File: config.mk
export PLATFORM = sky130hd
export DESIGN_NAME = handshake_connection_fsm
export DESIGN_NICKNAME = d
export VERILOG_FILES = /design/src/sv/hcf_pkg.sv /design/src/sv/hcf_cfg.sv /design/src/sv/hcf_engine.sv /design/src/sv/handshake_connection_fsm.sv
export VERILOG_INCLUDE_DIRS = /design/src /design/src/sv
export SDC_FILE = /design/constraint.sdc
export NUM_CORES = 1
export LEC_CHECK = 0
export ABC_AREA = 1
export ABC_CLOCK_PERIOD_IN_PS = 2400
export BUFFER_PORTS_ARGS = -buffer_cell sky130_fd_sc_hd__buf_2
export CAP_MARGIN = 20
export CORE_UTILIZATION = 42
export CTS_CLUSTER_DIAMETER = 150
export CTS_CLUSTER_SIZE = 14
export DETAILED_ROUTE_END_ITERATION = 7
export HOLD_SLACK_MARGIN = 0.02
export SKIP_LAST_GASP = 1
export SYNTH_ARGS = -nofsm -noshare
export SYNTH_HDL_FRONTEND = slang
export SYNTH_SLANG_ARGS = --single-unit
File: constraint.sdc
create_clock -name i_clk -period 2.4 [get_ports i_clk]
set_input_delay 0.24 -clock i_clk [delete_from_list [all_inputs] [get_ports i_clk]]
set_output_delay 0.24 -clock i_clk [all_outputs]
set_load 0.01 [all_outputs]
File: src/sv/handshake_connection_fsm_defines.svh
// ----------------------------------------------------------------------------
// handshake connection fsm assertion macros
// shared property forms for the checks in the connection handshake rtl
// ----------------------------------------------------------------------------
`ifndef HANDSHAKE_CONNECTION_FSM_DEFINES_SVH
`define HANDSHAKE_CONNECTION_FSM_DEFINES_SVH

// condition implies consequence in the same cycle
`define HCF_ASSERT_SAME(lbl, ante, cons, msg) \
    lbl: assert property (@(posedge i_clk) disable iff (!i_rst_n) (ante) |-> (cons)) \
        else $error(msg);

// condition implies consequence in the following cycle
`define HCF_ASSERT_NEXT(lbl, ante, cons, msg) \
    lbl: assert property (@(posedge i_clk) disable iff (!i_rst_n) (ante) |=> (cons)) \
        else $error(msg);

`endif

File: src/sv/hcf_pkg.sv
`timescale 1ns / 1ps
// ----------------------------------------------------------------------------
// hcf_pkg
// types, codes and reset values for the connection handshake block
// ----------------------------------------------------------------------------
package hcf_pkg;

    localparam logic [7:0] INIT_SEQ_RST = 8'd0;
    localparam logic [7:0] SYN_MASK_RST = 8'd1;
    localparam logic [7:0] ACK_MASK_RST = 8'd2;
    localparam logic [7:0] RST_MASK_RST = 8'd4;

    typedef enum logic [2:0] {
        ST_IDLE          = 3'd0,
        ST_SYN_SENT      = 3'd1,
        ST_SYNACK_QUEUED = 3'd2,
        ST_SYNACK_SENT   = 3'd3,
        ST_ACK_QUEUED    = 3'd4,
        ST_ACK_SENT      = 3'd5,
        ST_ESTABLISHED   = 3'd6,
        ST_RESET_QUEUED  = 3'd7
    } t_state;

    typedef enum logic [1:0] {
        KIND_SYN    = 2'd0,
        KIND_SYNACK = 2'd1,
        KIND_ACK    = 2'd2,
        KIND_RESET  = 2'd3
    } t_kind;

    typedef enum logic [1:0] {
        CMD_HEADER  = 2'd0,
        CMD_CONNECT = 2'd1,
        CMD_SENT    = 2'd2
    } t_cmd;

    typedef enum logic [1:0] {
        REG_INIT_SEQ = 2'd0,
        REG_SYN_MASK = 2'd1,
        REG_ACK_MASK = 2'd2,
        REG_RST_MASK = 2'd3
    } t_cfg_reg;

    typedef struct packed {
        logic [7:0] syn_mask;
        logic [7:0] ack_mask;
        logic [7:0] rst_mask;
    } t_cfg;

    typedef struct packed {
        logic       load;
        logic [7:0] value;
    } t_seq_load;

    typedef struct packed {
        logic [1:0] command;
        logic       header_complete;
        logic [7:0] rx_flags;
        logic [7:0] rx_sequence;
        logic [7:0] rx_acknowledge;
        logic [1:0] sent_kind;
    } t_item;

    typedef struct packed {
        logic       send_valid;
        logic [7:0] send_flags;
        logic [7:0] send_sequence;
        logic [7:0] send_acknowledge;
        logic [1:0] send_kind;
        logic       wrong_state_error;
        logic [2:0] link_state;
    } t_result;

endpackage

File: src/sv/hcf_cfg.sv
`timescale 1ns / 1ps
// ----------------------------------------------------------------------------
// hcf_cfg
// flag mask registers and local sequence load from the write port
// ----------------------------------------------------------------------------
module hcf_cfg
    import hcf_pkg::*;
(
    input  logic       i_clk,
    input  logic       i_rst_n,
    input  logic       i_cfg_wr_en,
    input  logic [1:0] i_cfg_addr,
    input  logic [7:0] i_cfg_wdata,
    output t_cfg       o_cfg,
    output t_seq_load  o_seq_load
);

    t_cfg r_cfg;
    t_cfg n_cfg;

    always_comb begin
        n_cfg            = r_cfg;
        o_seq_load.load  = 1'b0;
        o_seq_load.value = i_cfg_wdata;
        if (i_cfg_wr_en) begin
            unique case (t_cfg_reg'(i_cfg_addr))
                REG_INIT_SEQ: o_seq_load.load = 1'b1;
                REG_SYN_MASK: n_cfg.syn_mask  = i_cfg_wdata;
                REG_ACK_MASK: n_cfg.ack_mask  = i_cfg_wdata;
                REG_RST_MASK: n_cfg.rst_mask  = i_cfg_wdata;
                default:      n_cfg           = r_cfg;
            endcase
        end
    end

    always_ff @(posedge i_clk) begin
        if (!i_rst_n) begin
            r_cfg.syn_mask <= SYN_MASK_RST;
            r_cfg.ack_mask <= ACK_MASK_RST;
            r_cfg.rst_mask <= RST_MASK_RST;
        end else begin
            r_cfg <= n_cfg;
        end
    end

    assign o_cfg = r_cfg;

endmodule

File: src/sv/hcf_engine.sv
`timescale 1ns / 1ps
// ----------------------------------------------------------------------------
// hcf_engine
// connection state, sequence numbers and the per-event decision logic
// ----------------------------------------------------------------------------
module hcf_engine
    import hcf_pkg::*;
(
    input  logic      i_clk,
    input  logic      i_rst_n,
    input  logic      i_fire,
    input  t_item     i_item,
    input  t_cfg      i_cfg,
    input  t_seq_load i_seq_load,
    output t_result   o_result
);

    t_state     r_state;
    t_state     n_state;
    logic [7:0] r_local;
    logic [7:0] n_local;
    logic [7:0] r_remote;
    logic [7:0] n_remote;
    logic [7:0] w_next_local;
    logic [7:0] w_rx_next;
    logic [7:0] w_synack;
    t_result    w_res;

    assign w_next_local = r_local + 8'd1;
    assign w_rx_next    = i_item.rx_sequence + 8'd1;
    assign w_synack     = i_cfg.syn_mask | i_cfg.ack_mask;

    always_comb begin
        n_state  = r_state;
        n_local  = r_local;
        n_remote = r_remote;
        w_res    = '0;
        unique case (t_cmd'(i_item.command))
            CMD_HEADER: begin
                if (i_item.header_complete) begin
                    if ((i_item.rx_flags & i_cfg.rst_mask) != 8'd0) begin
                        n_state = ST_IDLE;
                    end else begin
                        case (r_state)
                            ST_IDLE: begin
                                if (i_item.rx_flags == i_cfg.syn_mask) begin
                                    n_remote               = i_item.rx_sequence;
                                    w_res.send_valid       = 1'b1;
                                    w_res.send_flags       = w_synack;
                                    w_res.send_sequence    = r_local;
                                    w_res.send_acknowledge = w_rx_next;
                                    w_res.send_kind        = KIND_SYNACK;
                                    n_state                = ST_SYNACK_QUEUED;
                                end
                            end
                            ST_SYN_SENT: begin
                                if (i_item.rx_flags == w_synack) begin
                                    n_remote         = i_item.rx_sequence;
                                    w_res.send_valid = 1'b1;
                                    if (i_item.rx_acknowledge == w_next_local) begin
                                        n_local                = w_next_local;
                                        w_res.send_flags       = i_cfg.ack_mask;
                                        w_res.send_sequence    = w_next_local;
                                        w_res.send_acknowledge = w_rx_next;
                                        w_res.send_kind        = KIND_ACK;
                                        n_state                = ST_ACK_QUEUED;
                                    end else begin
                                        w_res.send_flags    = i_cfg.rst_mask;
                                        w_res.send_sequence = r_local;
                                        w_res.send_kind     = KIND_RESET;
                                        n_state             = ST_IDLE;
                                    end
                                end else if (i_item.rx_flags == i_cfg.syn_mask) begin
                                    w_res.send_valid    = 1'b1;
                                    w_res.send_flags    = i_cfg.rst_mask;
                                    w_res.send_sequence = r_local;
                                    w_res.send_kind     = KIND_RESET;
                                    n_state             = ST_IDLE;
                                end
                            end
                            ST_SYNACK_SENT: begin
                                w_res.send_valid    = 1'b1;
                                w_res.send_sequence = r_local;
                                if (i_item.rx_flags == i_cfg.syn_mask) begin
                                    n_remote               = i_item.rx_sequence;
                                    w_res.send_flags       = w_synack;
                                    w_res.send_acknowledge = w_rx_next;
                                    w_res.send_kind        = KIND_SYNACK;
                                    n_state                = ST_SYNACK_QUEUED;
                                end else if (i_item.rx_flags == i_cfg.ack_mask &&
                                             i_item.rx_acknowledge == w_next_local) begin
                                    // final ack of the handshake, nothing to send
                                    w_res.send_valid    = 1'b0;
                                    w_res.send_sequence = 8'd0;
                                    n_state             = ST_ESTABLISHED;
                                end else begin
                                    w_res.send_flags = i_cfg.rst_mask;
                                    w_res.send_kind  = KIND_RESET;
                                    n_state          = ST_IDLE;
                                end
                            end
                            default: n_state = r_state;
                        endcase
                    end
                end
            end
            CMD_CONNECT: begin
                if (r_state == ST_IDLE) begin
                    w_res.send_valid    = 1'b1;
                    w_res.send_flags    = i_cfg.syn_mask;
                    w_res.send_sequence = r_local;
                    w_res.send_kind     = KIND_SYN;
                    n_state             = ST_SYN_SENT;
                end else begin
                    w_res.wrong_state_error = 1'b1;
                end
            end
            CMD_SENT: begin
                case (t_kind'(i_item.sent_kind))
                    KIND_SYNACK: n_state = ST_SYNACK_SENT;
                    KIND_ACK:    n_state = ST_ACK_SENT;
                    KIND_RESET:  n_state = ST_IDLE;
                    default:     n_state = r_state;
                endcase
            end
            default: n_state = r_state;
        endcase
        w_res.link_state = n_state;
    end

    always_ff @(posedge i_clk) begin
        if (!i_rst_n) begin
            r_state  <= ST_IDLE;
            r_local  <= INIT_SEQ_RST;
            r_remote <= 8'd0;
        end else if (i_seq_load.load) begin
            r_local <= i_seq_load.value;
        end else if (i_fire) begin
            r_state  <= n_state;
            r_local  <= n_local;
            r_remote <= n_remote;
        end
    end

    assign o_result = w_res;

endmodule

File: src/sv/handshake_connection_fsm.sv
`timescale 1ns / 1ps
// ----------------------------------------------------------------------------
// handshake_connection_fsm
// three-way connection handshake for one peer with 8-bit sequence numbers
// ----------------------------------------------------------------------------
// Takes one event word per clock (received header, connect request or
// send-complete) while the master side keeps up, and returns exactly one
// result word per event: the header packet to send, if any, the connect error
// flag and the link state after the event. An event waits in the input
// register, where the decision logic reads it together with the connection
// state, and the result lands in the output register at the same edge that
// updates the state; the sustained rate is one event per cycle while the
// master side keeps up, set by the state update loop. A full output
// register holds while the master side stalls, and the input register then
// takes the next word only while it is empty. Configuration writes land at
// once and are meant for the idle block; writing register 0 also reloads the
// local sequence number.
`include "handshake_connection_fsm_defines.svh"

module handshake_connection_fsm
    import hcf_pkg::*;
(
    input  logic        i_clk,
    input  logic        i_rst_n,
    input  logic        s_axis_tvalid,
    output logic        s_axis_tready,
    // [0] header_complete, [8:1] rx_flags, [16:9] rx_sequence,
    // [24:17] rx_acknowledge, [26:25] sent_kind, [31:27] zero
    input  logic [31:0] s_axis_tdata,
    // [1:0] command
    input  logic [1:0]  s_axis_tuser,
    output logic        m_axis_tvalid,
    input  logic        m_axis_tready,
    // [0] send_valid, [8:1] send_flags, [16:9] send_sequence,
    // [24:17] send_acknowledge, [26:25] send_kind, [27] wrong_state_error,
    // [30:28] link_state, [31] zero
    output logic [31:0] m_axis_tdata,
    input  logic        i_cfg_wr_en,
    input  logic [1:0]  i_cfg_addr,
    input  logic [7:0]  i_cfg_wdata
);

    logic      r_in_valid;
    t_item     r_in;
    logic      r_out_valid;
    t_result   r_out;
    logic      w_in_fire;
    logic      w_advance;
    t_cfg      w_cfg;
    t_seq_load w_seq_load;
    t_result   w_result;

    assign w_advance     = r_in_valid && (!r_out_valid || m_axis_tready);
    assign s_axis_tready = !r_in_valid || w_advance;
    assign w_in_fire     = s_axis_tvalid && s_axis_tready;

    hcf_cfg u_cfg (
        .i_clk       (i_clk),
        .i_rst_n     (i_rst_n),
        .i_cfg_wr_en (i_cfg_wr_en),
        .i_cfg_addr  (i_cfg_addr),
        .i_cfg_wdata (i_cfg_wdata),
        .o_cfg       (w_cfg),
        .o_seq_load  (w_seq_load)
    );

    hcf_engine u_engine (
        .i_clk      (i_clk),
        .i_rst_n    (i_rst_n),
        .i_fire     (w_advance),
        .i_item     (r_in),
        .i_cfg      (w_cfg),
        .i_seq_load (w_seq_load),
        .o_result   (w_result)
    );

    // input register
    always_ff @(posedge i_clk) begin
        if (!i_rst_n) begin
            r_in_valid <= 1'b0;
        end else if (w_in_fire) begin
            r_in_valid <= 1'b1;
        end else if (w_advance) begin
            r_in_valid <= 1'b0;
        end
    end

    always_ff @(posedge i_clk) begin
        if (w_in_fire) begin
            r_in.command         <= s_axis_tuser;
            r_in.header_complete <= s_axis_tdata[0];
            r_in.rx_flags        <= s_axis_tdata[8:1];
            r_in.rx_sequence     <= s_axis_tdata[16:9];
            r_in.rx_acknowledge  <= s_axis_tdata[24:17];
            r_in.sent_kind       <= s_axis_tdata[26:25];
        end
    end

    // result register
    always_ff @(posedge i_clk) begin
        if (!i_rst_n) begin
            r_out_valid <= 1'b0;
        end else if (w_advance) begin
            r_out_valid <= 1'b1;
        end else if (m_axis_tready) begin
            r_out_valid <= 1'b0;
        end
    end

    always_ff @(posedge i_clk) begin
        if (w_advance) begin
            r_out <= w_result;
        end
    end

    assign m_axis_tvalid = r_out_valid;
    assign m_axis_tdata  = {1'b0, r_out.link_state, r_out.wrong_state_error,
                            r_out.send_kind, r_out.send_acknowledge,
                            r_out.send_sequence, r_out.send_flags,
                            r_out.send_valid};

    `HCF_ASSERT_SAME(a_err_no_send, r_out_valid && r_out.wrong_state_error,
        !r_out.send_valid, "connect error word also carries a packet")
    `HCF_ASSERT_SAME(a_idle_fields_zero, r_out_valid && !r_out.send_valid,
        r_out.send_flags == 8'd0 && r_out.send_sequence == 8'd0 &&
        r_out.send_acknowledge == 8'd0 && r_out.send_kind == KIND_SYN,
        "packet fields not cleared without a packet")
    `HCF_ASSERT_SAME(a_reset_goes_idle,
        r_out_valid && r_out.send_valid && r_out.send_kind == KIND_RESET,
        r_out.link_state == ST_IDLE && r_out.send_acknowledge == 8'd0,
        "reset packet without return to idle")
    `HCF_ASSERT_NEXT(a_advance_fills_out, w_advance, r_out_valid,
        "event advanced but no result word held")
    `HCF_ASSERT_SAME(a_ready_when_empty, !r_in_valid, s_axis_tready,
        "input register empty but not ready")

endmodule

==> qor.yml, run 1 <==
placed_design:
  gp_congestion: 0.872
  numPortBuffers: 76
  pre_cts_ws_ns: 0.00921
  placed_area_sq_um: 5780
  dp_hpwl_um: 9620
synth:
  synth-async-reset-ratio: 0
  synth_seq_cells: 97
  synthFlopType: "edfxtp_1"
  syn_area_per_cell_sq_um: 8.18
  synth_edf_count: 60
  synth_cell_types: 38
  ys.warnings.count: 0
  synth_area_sq_um: 5060
  synth_fp_nets: 673
  yosysSeqAreaShare: 0.502
  syn_inst: 619
global_route:
  grt_pass1_vias: 4366
  gr-total-overflow: 0
  grt_max_degree: 25
  grt_usage: 0.219
  grt_pass1_wl_um: 21100
  grt_antenna_before_repair: 0
detailed_routing:
  drt-initial-drc-count: 294
  drt-met1-wl_um: 5870
  top_layer: "met4"
  routed-wl-met3_um: 787
  met2_length_um: 6500
  avgRoutedWirePerCell_um: 15.3
  num_vias: 4590
  routed_wl_um: 13300
  via_per_inst: 5.27
  ant_nets: 0
  drc: 9
  firstDrtPassIters: 6
clock_network:
  cts_buffers: 9
  clk_latency_ns: 0.35
  clkTransAtPathRegs_ns: 0.07
  clock_sinks: 97
  cts_root_buf: "clkbuf_16"
  cts_hold_buf: 0
  htreeDepth: 3
  cts_buffer_depth: 2
  cts_tree: "built"
layout:
  final_cell_area_sq_um: 6280
  fin_nets: 777
  drive_above_1_share: 0.254
  syn2layout_area_growth_pct: 23.9
  mostFrequentLayoutCell: "nand2_1"
  fillCellCount: 1079
  antenna_cells: 0
  fin_util: 0.543
  layout_common_cells: "nand2_1, buf_2, inv_1, edfxtp_1, o21ai_0"
sta:
  skew_ns: 0.00759
  timing.final.crit_share: 0.975
  hold_viol_final: 0
  drv_slew: 0
  final-setup-viol-count: 0
  rsz0062_at_grt: "true"
  tns_ns: 0
  setup_ws_ns: 0.0601
  worstMarginPinSlew_ns: 0.591
  holdWs_ns: 0.0574
  slew_headroom: 0.605
  period_minus_slack_ns: 2.34
  max_freq_mhz: 427
die:
  die_w_um: 112
  top_level_ports: 83
  die_area_sq_um: 12500
  die_h_um: 112
  rows: 39
  start_util: 0.438
  fp.coreArea_sq_um: 11600
power:
  power_density_nw_per_um2: 602
  leakage_uw: 0.00267
  ir_drop_v: 0.000332
critical_path:
  cp-end-kind: "flop"
  path_class: "flop to flop"
  reg2reg_setup_slack_ns: 0.06
  r2r_cells: 17
  r2r-end: "m_axis_tdata[13]"
  r2r_start: "u_engine.r_local[1]"
  crit_required_ns: 2.48
  arrival_ns: 2.42
  crit_fanout: 8
  worst_setup_path_start_kind: "flop"
worst_hold_path:
  holdCritPathClass: "primary input to flop"
  whs_path_depth: 1
  whs_endpoint: "r_in[2]"
  min-delay-start: "s_axis_tdata[17]"
status:
  violations: "DRC"
  outcome: "complete, but fails checks"
flow_run:
  maxCapViolCount: 0
timing repair:
action | in CTS | in global routing
buffers inserted | 0 | 4
cloned | 0 | 0
pin swaps | 0 | 15
setup endpoints to repair | 5 | 37
gates resized for setup | 2 | 55
synthesized netlist by cell type (all sizes together) (4+ instances only):
cell	n	area share
nand2	140	0.11
inv	80	0.059
o21ai	67	0.066
edfxtp	60	0.36
nor2	56	0.046
a21oi	43	0.043
nand3	42	0.043
dfxtp	37	0.15
clkbuf	11	0.0082
o22ai	11	0.014
nand4	10	0.015
nor3	10	0.012
xor2	10	0.017
buf	7	0.0096
a31oi	5	0.0062
ha	5	0.012
o211ai	4	0.0059
xnor2	4	0.0069
routing by layer:
metal,vias to the layer above,GRT usage
met2,130,0.374
met1,2152,0.271
li1,2294,-
met4,0,0.0622
met3,14,0.0577
met5,-,0
worst max-delay path: stages (launching register included):
cell     delay, ns
dfxtp_4       0.36
ha_4          0.27
inv_2         0.04
nand2_2       0.04
nand2_1       0.05
nor2_1        0.09
nand3_1       0.08
nor2_1        0.10
nand2_1       0.10
nor2_4        0.16
nand3_2       0.11
nand2_2       0.11
nand2_2       0.06
a21oi_2       0.14
buf_6         0.17
o22ai_2       0.07
nand2_1       0.05
o21ai_0       0.08
power by group:
part / internal (uW) / switching [uW] / total, uW / leakage (uW)
clock network: 796 / 601 / 1400 / 0.000141
registers: 1860 / 70.5 / 1930 / 0.000879
logic: 172 / 274 / 446 / 0.00165
total: 2830 / 946 / 3780 / 0.00267
flip-flops by register name, indices dropped and copies added, names as in the netlist:
register,cells
u_engine.r_state,3
u_cfg.o_cfg,24
m_axis_tdata,31
r_in,29
u_engine.r_local,8
r_in_valid,1
m_axis_tvalid,1
stage by stage:
stage / power [uW] / instances
floorplan: 2220 / 619
global placement: 2380 / 851
detailed placement: 2390 / 851
CTS: 3800 / 867
global route: 3940 / 871
finish: 3780 / 871
layout make-up:
cell class	count	area (sq um)	share of cell area
clock buffer	13	272	0.0433
clock inverter	3	21.3	0.00339
inverter	80	303	0.0482
multi-input combinational	424	2270	0.362
sequential	97	2550	0.407
tap	143	179	0.0285
timing repair buffer	111	678	0.108
how the worst max path moves through the flow:
| stage | from | cells past startpoint | endpoint | slack (ns) |
|---|---|---|---|---|
| 6_report | u_engine.r_local[1] | 17 | m_axis_tdata[13] | 0.06 |
| 5_1_grt | u_engine.r_local[1] | 17 | m_axis_tdata[16] | -0.13 |
| 4_1_cts | u_engine.r_local[1] | 17 | m_axis_tdata[14] | 0.0005 |
| 3_5_place_dp | u_engine.r_local[1] | 16 | m_axis_tdata[5] | 0.009 |
| 3_3_place_gp | u_engine.r_local[1] | 17 | m_axis_tdata[10] | 0.06 |
| 2_1_floorplan | u_engine.r_local[0] | 16 | m_axis_tdata[14] | 0.16 |
cell families (layout without fill, tap and decap cells):
group                      Yosys count  in the layout  share of synthesized area
AOI/OAI and AO/OA                  135            135                      0.145
xor gates and xnor gates            14             14                     0.0242
DFF                                 97             97                      0.502
adders and majority gates            5              5                     0.0124
and+or+nand+nor                    269            269                      0.239
buffers and inverters               98            207                     0.0771
other                                1              1                   0.000740
(Power assumes the default switching activity.)
==> run 2: changes to the inputs <==
- CTS_BUF_LIST: unset -> sky130_fd_sc_hd__clkbuf_8 sky130_fd_sc_hd__clkbuf_16
==> run 2 against run 1 <==
Against the previous run: the flow still finishes with violations (DRC); clock skew is essentially flat; global-route usage is the same; via count is essentially flat; setup slack worse by 0.0014 ns; die area stayed put; routed wire length rose by 0.37%; design area is the same; non-clock buffer count stayed put; register-to-register slack about the same; combinational power hardly changed; utilization stayed put; largest cell class unchanged.
==> qor.yml, run 2 (synthesis results as in run 1) <==
clock_network:
  htreeDepth: 3  # unchanged
  clkTransAtPathRegs_ns: 0.07  # about the same
  cts_tree: "built"  # unchanged
  clock_sinks: 97  # unchanged
  cts_buffers: 9  # unchanged
  cts_root_buf: "clkbuf_16"  # unchanged
  clk_latency_ns: 0.35  # about the same
  cts_buffer_depth: 2  # unchanged
critical_path:
  reg2reg_setup_slack_ns: 0.06  # about the same
  worst_setup_path_start_kind: "flop"  # unchanged
  crit_required_ns: 2.48  # about the same
  path_class: "flop to flop"  # unchanged
  crit_fanout: 8  # unchanged
  r2r_cells: 17  # unchanged
  arrival_ns: 2.42  # about the same
  r2r-end: "m_axis_tdata[13]"  # unchanged
  cp-end-kind: "flop"  # unchanged
  startpoint: "u_engine.r_local[1]"  # unchanged
  crit_end: "m_axis_tdata[13]"  # unchanged
  r2r_start: "u_engine.r_local[1]"  # unchanged
global_route:
  grt_pass1_wl_um: 21100  # unchanged
  gr-usage-met2: 0.374  # unchanged
  gr-total-overflow: 0  # unchanged
  grt.met3_usage: 0.0577  # unchanged
  grt_max_degree: 25  # unchanged
  grt_usage: 0.219  # unchanged
  busiest_layer: "met2"  # unchanged
  met1_usage: 0.271  # unchanged
  grt_pass1_vias: 4366  # unchanged
  grt_antenna_before_repair: 0  # unchanged
die:
  start_util: 0.438  # unchanged
  die_w_um: 112  # unchanged
  top_level_ports: 83  # unchanged
  die_area_sq_um: 12500  # unchanged
  fp.coreArea_sq_um: 11600  # unchanged
  die_h_um: 112  # unchanged
  rows: 39  # unchanged
sta:
  slew_headroom: 0.608  # was 0.605
  drv_slew: 0  # unchanged
  max_freq_mhz: 427  # about the same
  tns_ns: 0  # unchanged
  period_minus_slack_ns: 2.34  # about the same
  worstMarginPinSlew_ns: 0.588  # was 0.591 ns
  setup_ws_ns: 0.0588  # was 0.0601 ns
  holdWs_ns: 0.0565  # was 0.0574 ns
  rsz0062_at_grt: "true"  # unchanged
  final-setup-viol-count: 0  # unchanged
  hold_viol_final: 0  # unchanged
  skew_ns: 0.00805  # was 0.00759 ns
  timing.final.crit_share: 0.976  # was 0.975
layout:
  fin_nets: 777  # unchanged
  antenna_cells: 0  # unchanged
  largest_reg_flops: 31  # unchanged
  drive_above_1_share: 0.254  # unchanged
  syn2layout_area_growth_pct: 23.9  # unchanged
  fillCellCount: 1079  # unchanged
  layout_common_cells: "nand2_1, inv_1, buf_2, edfxtp_1, o21ai_0"  # was nand2_1, buf_2, inv_1, edfxtp_1, o21ai_0
  mostFrequentLayoutCell: "nand2_1"  # unchanged
  final_cell_area_sq_um: 6280  # unchanged
detailed_routing:
  firstDrtPassIters: 7  # was 6
  avgRoutedWirePerCell_um: 15.3  # about the same
  drt-initial-drc-count: 280  # was 294
  ant_nets: 0  # unchanged
  routed_wl_um: 13400  # was 13,300 um
  drc: 9  # unchanged
  num_vias: 4587  # was 4,590
  via_per_inst: 5.27  # about the same
power:
  leakage_uw: 0.00268  # was 0.00267 uW
  ir_drop_v: 0.000332  # about the same
  power_density_nw_per_um2: 601  # was 602 nW/um^2
placed_design:
  gp_congestion: 0.872  # unchanged
  numPortBuffers: 76  # unchanged
  pre_cts_ws_ns: 0.00921  # unchanged
  placed_area_sq_um: 5780  # unchanged
  dp_hpwl_um: 9620  # unchanged
worst_hold_path:
  holdCritPathClass: "primary input to flop"  # unchanged
  whs_path_depth: 1  # unchanged
flow_run:
  maxCapViolCount: 0  # unchanged
status:
  outcome: "complete, but fails checks"  # unchanged
  violations: "DRC"  # unchanged
==> run 2: changes by cell type in the layout (fill, tap and decap cells not counted) <==
cell	change
inv_1	+2
clkbuf_1	-2
==> run 2: worst min-delay path by stage <==
stage / from / end / slack [ns]
after floorplan: s_axis_tdata[25] / r_in[0] / 0.34
after global placement: s_axis_tdata[21] / r_in[6] / 0.42
after detailed placement: s_axis_tdata[19] / r_in[4] / 0.42
after CTS: s_axis_tdata[17] / r_in[2] / 0.05
after global routing: s_axis_tdata[18] / r_in[3] / 0.04
final: s_axis_tdata[17] / r_in[2] / 0.06
==> run 2: power by group <==
part	leakage (uW)	internal, uW	switching (uW)
Clock	0.000150	788	604
Sequential	0.000879	1860	70.7
Combinational	0.00165	172	275
==> run 2: critical path, cell delays in order, from the launching register on <==
cell and delay (ns):
dfxtp_4 0.36, ha_4 0.27, inv_2 0.04, nand2_2 0.04, nand2_1 0.05, nor2_1 0.09, nand3_1 0.08, nor2_1 0.10
nand2_1 0.10, nor2_4 0.16, nand3_2 0.11, nand2_2 0.11, nand2_2 0.06, a21oi_2 0.14, buf_6 0.17, o22ai_2 0.07
nand2_1 0.05, o21ai_0 0.08
==> run 2: layer usage <==
metal | vias to the layer above | share of wire
met5 | - | 0
met4 | 0 | 0.010
met3 | 10 | 0.055
met2 | 126 | 0.49
met1 | 2161 | 0.45
li1 | 2290 | -
==> run 2: cell type report <==
class | instances | area [sq um] | area share
Timing Repair Buffer | 111 | 678 | 0.108
Sequential cell | 97 | 2550 | 0.407
Inverter | 80 | 303 | 0.0482
Tap cell | 143 | 179 | 0.0285
Clock buffer | 11 | 264 | 0.0421
Multi-Input combinational cell | 424 | 2270 | 0.362
Clock inverter | 5 | 28.8 | 0.00459
==> run 2: per-stage QoR <==
step                      power (uW)  instances  utilization
after floorplan                 2220        619            -
after detailed placement        2390        851        0.500
after CTS                       3790        867        0.526
after global routing            3930        871        0.543
final                           3770        871        0.543
after global placement          2380        851        0.500
==> run 2: what timing repair did <==
item / CTS / global route
setup endpoints to repair: 5 / 37
pin swaps: 0 / 15
hold buffers: 0 / 0
setup buffers: 0 / 4
resized for setup: 2 / 55
==> run 3: changes to the inputs <==
==> constraint.sdc (replaced) <==
create_clock -name i_clk -period 2.4 [get_ports i_clk]
set_input_delay 0.12 -clock i_clk [delete_from_list [all_inputs] [get_ports i_clk]]
set_output_delay 0.12 -clock i_clk [all_outputs]
set_load 0.01 [all_outputs]
==> run 3 against run 2 <==
Against the previous run: the run still ends with DRC left; register-to-register slack better by 0.03 ns; die area unchanged; final cell count is 3.2% higher; combinational power up 8.1%; power up 1.5%; clock skew is essentially flat; design area up 4.4%; maximum frequency grew 1.1%; hold slack got worse by 0.011 ns; first-iteration DRC count grew 25%; critical endpoint is now m_axis_tdata[16].
==> qor.yml, run 3 (synthesis results as in run 1) <==
status:
  outcome: "complete, but fails checks"  # unchanged
  violations: "DRC"  # unchanged
sta:
  hold_viol_final: 0  # unchanged
  timing.final.crit_share: 0.965  # was 0.976
  worstMarginPinSlew_ns: 0.618  # was 0.588 ns
  max_freq_mhz: 432  # was 427 MHz
  setup_ws_ns: 0.0840  # was 0.0588 ns
  slew_headroom: 0.588  # was 0.608
  final-setup-viol-count: 0  # unchanged
  drv_slew: 0  # unchanged
  skew_ns: 0.00838  # was 0.00805 ns
  period_minus_slack_ns: 2.32  # was 2.34 ns
  rsz0062_at_grt: "true"  # unchanged
clock_network:
  cts_buffer_depth: 2  # unchanged
  cts_buffers: 9  # unchanged
  clk_latency_ns: 0.35  # about the same
  htreeDepth: 3  # unchanged
  clkTransAtPathRegs_ns: 0.06  # was 0.07 ns
  cts_tree: "built"  # unchanged
  clock_sinks: 97  # unchanged
  cts_root_buf: "clkbuf_16"  # unchanged
global_route:
  grt_pass1_wl_um: 21800  # was 21,100 um
  grt_max_degree: 26  # was 25
  grt_usage: 0.224  # was 0.219
  grt_pass1_vias: 4649  # was 4,366
  grt_antenna_before_repair: 0  # unchanged
  gr-total-overflow: 0  # unchanged
detailed_routing:
  routed_wl_um: 13800  # was 13,400 um
  via_per_inst: 5.28  # was 5.27
  avgRoutedWirePerCell_um: 15.3  # about the same
  num_vias: 4751  # was 4,587
  firstDrtPassIters: 7  # unchanged
  drc: 9  # unchanged
  ant_nets: 0  # unchanged
  drt-initial-drc-count: 349  # was 280
die:
  die_w_um: 112  # unchanged
  die_area_sq_um: 12500  # unchanged
  die_h_um: 112  # unchanged
  start_util: 0.438  # unchanged
  fp.coreArea_sq_um: 11600  # unchanged
  top_level_ports: 83  # unchanged
  rows: 39  # unchanged
layout:
  fin_util: 0.567  # was 0.543
  layout_common_cells: "nand2_1, inv_1, buf_2, edfxtp_1, o21ai_0"  # unchanged
  fin_nets: 805  # was 777
  largest_reg_flops: 31  # unchanged
  mostFrequentLayoutCell: "nand2_1"  # unchanged
  multi_input_area_sq_um: 2270  # about the same
  antenna_cells: 0  # unchanged
  syn2layout_area_growth_pct: 29.4  # was 23.9%
  register_area_sq_um: 2550  # about the same
  fillCellCount: 1044  # was 1,079
  drive_above_1_share: 0.237  # was 0.254
power:
  seqPwrFrac: 0.505  # was 0.512
  power.internal_uw: 2880  # was 2820 uW
  pwr-share-clk: 0.369  # about the same
  ir_drop_v: 0.000354  # was 0.000332 V
  p_sw_uw: 944  # was 949 uW
  comb_power_share: 0.126  # was 0.118
  switching_share: 0.247  # was 0.252
  power_density_nw_per_um2: 584  # was 601 nW/um^2
  leakage_uw: 0.00280  # was 0.00268 uW
worst_hold_path:
  holdCritPathClass: "primary input to flop"  # unchanged
critical_path:
  crit_fanout: 8  # unchanged
  cp-end-kind: "flop"  # unchanged
  path_class: "flop to flop"  # unchanged
  crit_required_ns: 2.49  # was 2.48 ns
  worst_setup_path_start_kind: "flop"  # unchanged
  startpoint: "u_engine.r_local[1]"  # unchanged
  r2r-end: "m_axis_tdata[16]"  # was m_axis_tdata[13]
  crit_end: "m_axis_tdata[16]"  # was m_axis_tdata[13]
  reg2reg_setup_slack_ns: 0.08  # was 0.06 ns
  r2r_start: "u_engine.r_local[1]"  # unchanged
  arrival_ns: 2.40  # was 2.42 ns
  r2r_cells: 17  # unchanged
placed_design:
  numPortBuffers: 76  # unchanged
  pre_cts_ws_ns: -0.00168  # was 0.00921 ns
  dp_hpwl_um: 9800  # was 9620 um
  gp_congestion: 0.864  # was 0.872
flow_run:
  maxCapViolCount: 0  # unchanged
-- run 3: cell type report --
class,count,area share
clock inverters,6,0.00783
clock buffers,10,0.0365
flip-flops and latches,97,0.389
inverters,80,0.0462
multi-input cells,424,0.347
repair buffers,139,0.147
well taps,143,0.0273
-- run 3: worst min path at each step --
stage | cells past startpoint | endpoint | from
after floorplan | 0 | r_in[0] | s_axis_tdata[25]
after global placement | 1 | r_in[6] | s_axis_tdata[21]
after detailed placement | 1 | r_in[2] | s_axis_tdata[17]
after CTS | 3 | u_cfg.o_cfg[9] | i_cfg_addr[0]
after global routing | 3 | u_cfg.o_cfg[9] | i_cfg_addr[0]
final | 3 | u_cfg.o_cfg[9] | i_cfg_addr[0]
-- run 3: stage by stage --
stage               std cells  TNS [ns]  instance area [sq um]  hold slack, ns  power [uW]
floorplan                 619         0                   5060           0.219        2220
global placement          850         0                   5770           0.297        2380
detailed placement        850  -0.00168                   5770           0.298        2390
CTS                       895  -0.00298                   6360          0.0344        3840
global route              899     -1.02                   6560          0.0468        3990
finish                    899         0                   6560          0.0458        3830
-- run 3: timing repair --
| action | in CTS | in global routing |
|---|---|---|
| hold buffers | 29 | 0 |
| gates cloned | 0 | 0 |
| hold endpoints to repair | 29 | 0 |
| setup endpoints to repair | 2 | 34 |
| pin swaps | 0 | 17 |
| gates resized for setup | 3 | 52 |
| buffers inserted | 0 | 4 |
-- run 3: per-layer routing --
metal  track usage  routed length [um]  vias up
met5             0                   0        -
met2         0.383                6580      165
li1              -                   -     2353
met3        0.0490                 853       26
met4        0.0820                 328        0
met1         0.277                6010     2207
-- run 3: power by group through the flow --
stage	logic (uW)	clock network [uW]	registers (uW)
after global routing	539	1510	1940
after CTS	465	1440	1930
after detailed placement	426	0	1960
after floorplan	256	0	1960
final	482	1410	1930
after global placement	416	0	1960
-- run 3: worst max-delay path, cell delays in order, from the launching register on --
cell and delay [ns]:
dfxtp_4 0.36, ha_4 0.27, inv_2 0.03, nand2_1 0.05, nand2_1 0.04, nor2_1 0.09, nand3_1 0.08, nor2_1 0.10
nand2_1 0.10, nor2_4 0.16, nand3_2 0.10, nand2_2 0.11, nand2_2 0.06, a21oi_2 0.13, buf_6 0.15, o22ai_1 0.08
nand2_1 0.07, o21ai_1 0.06
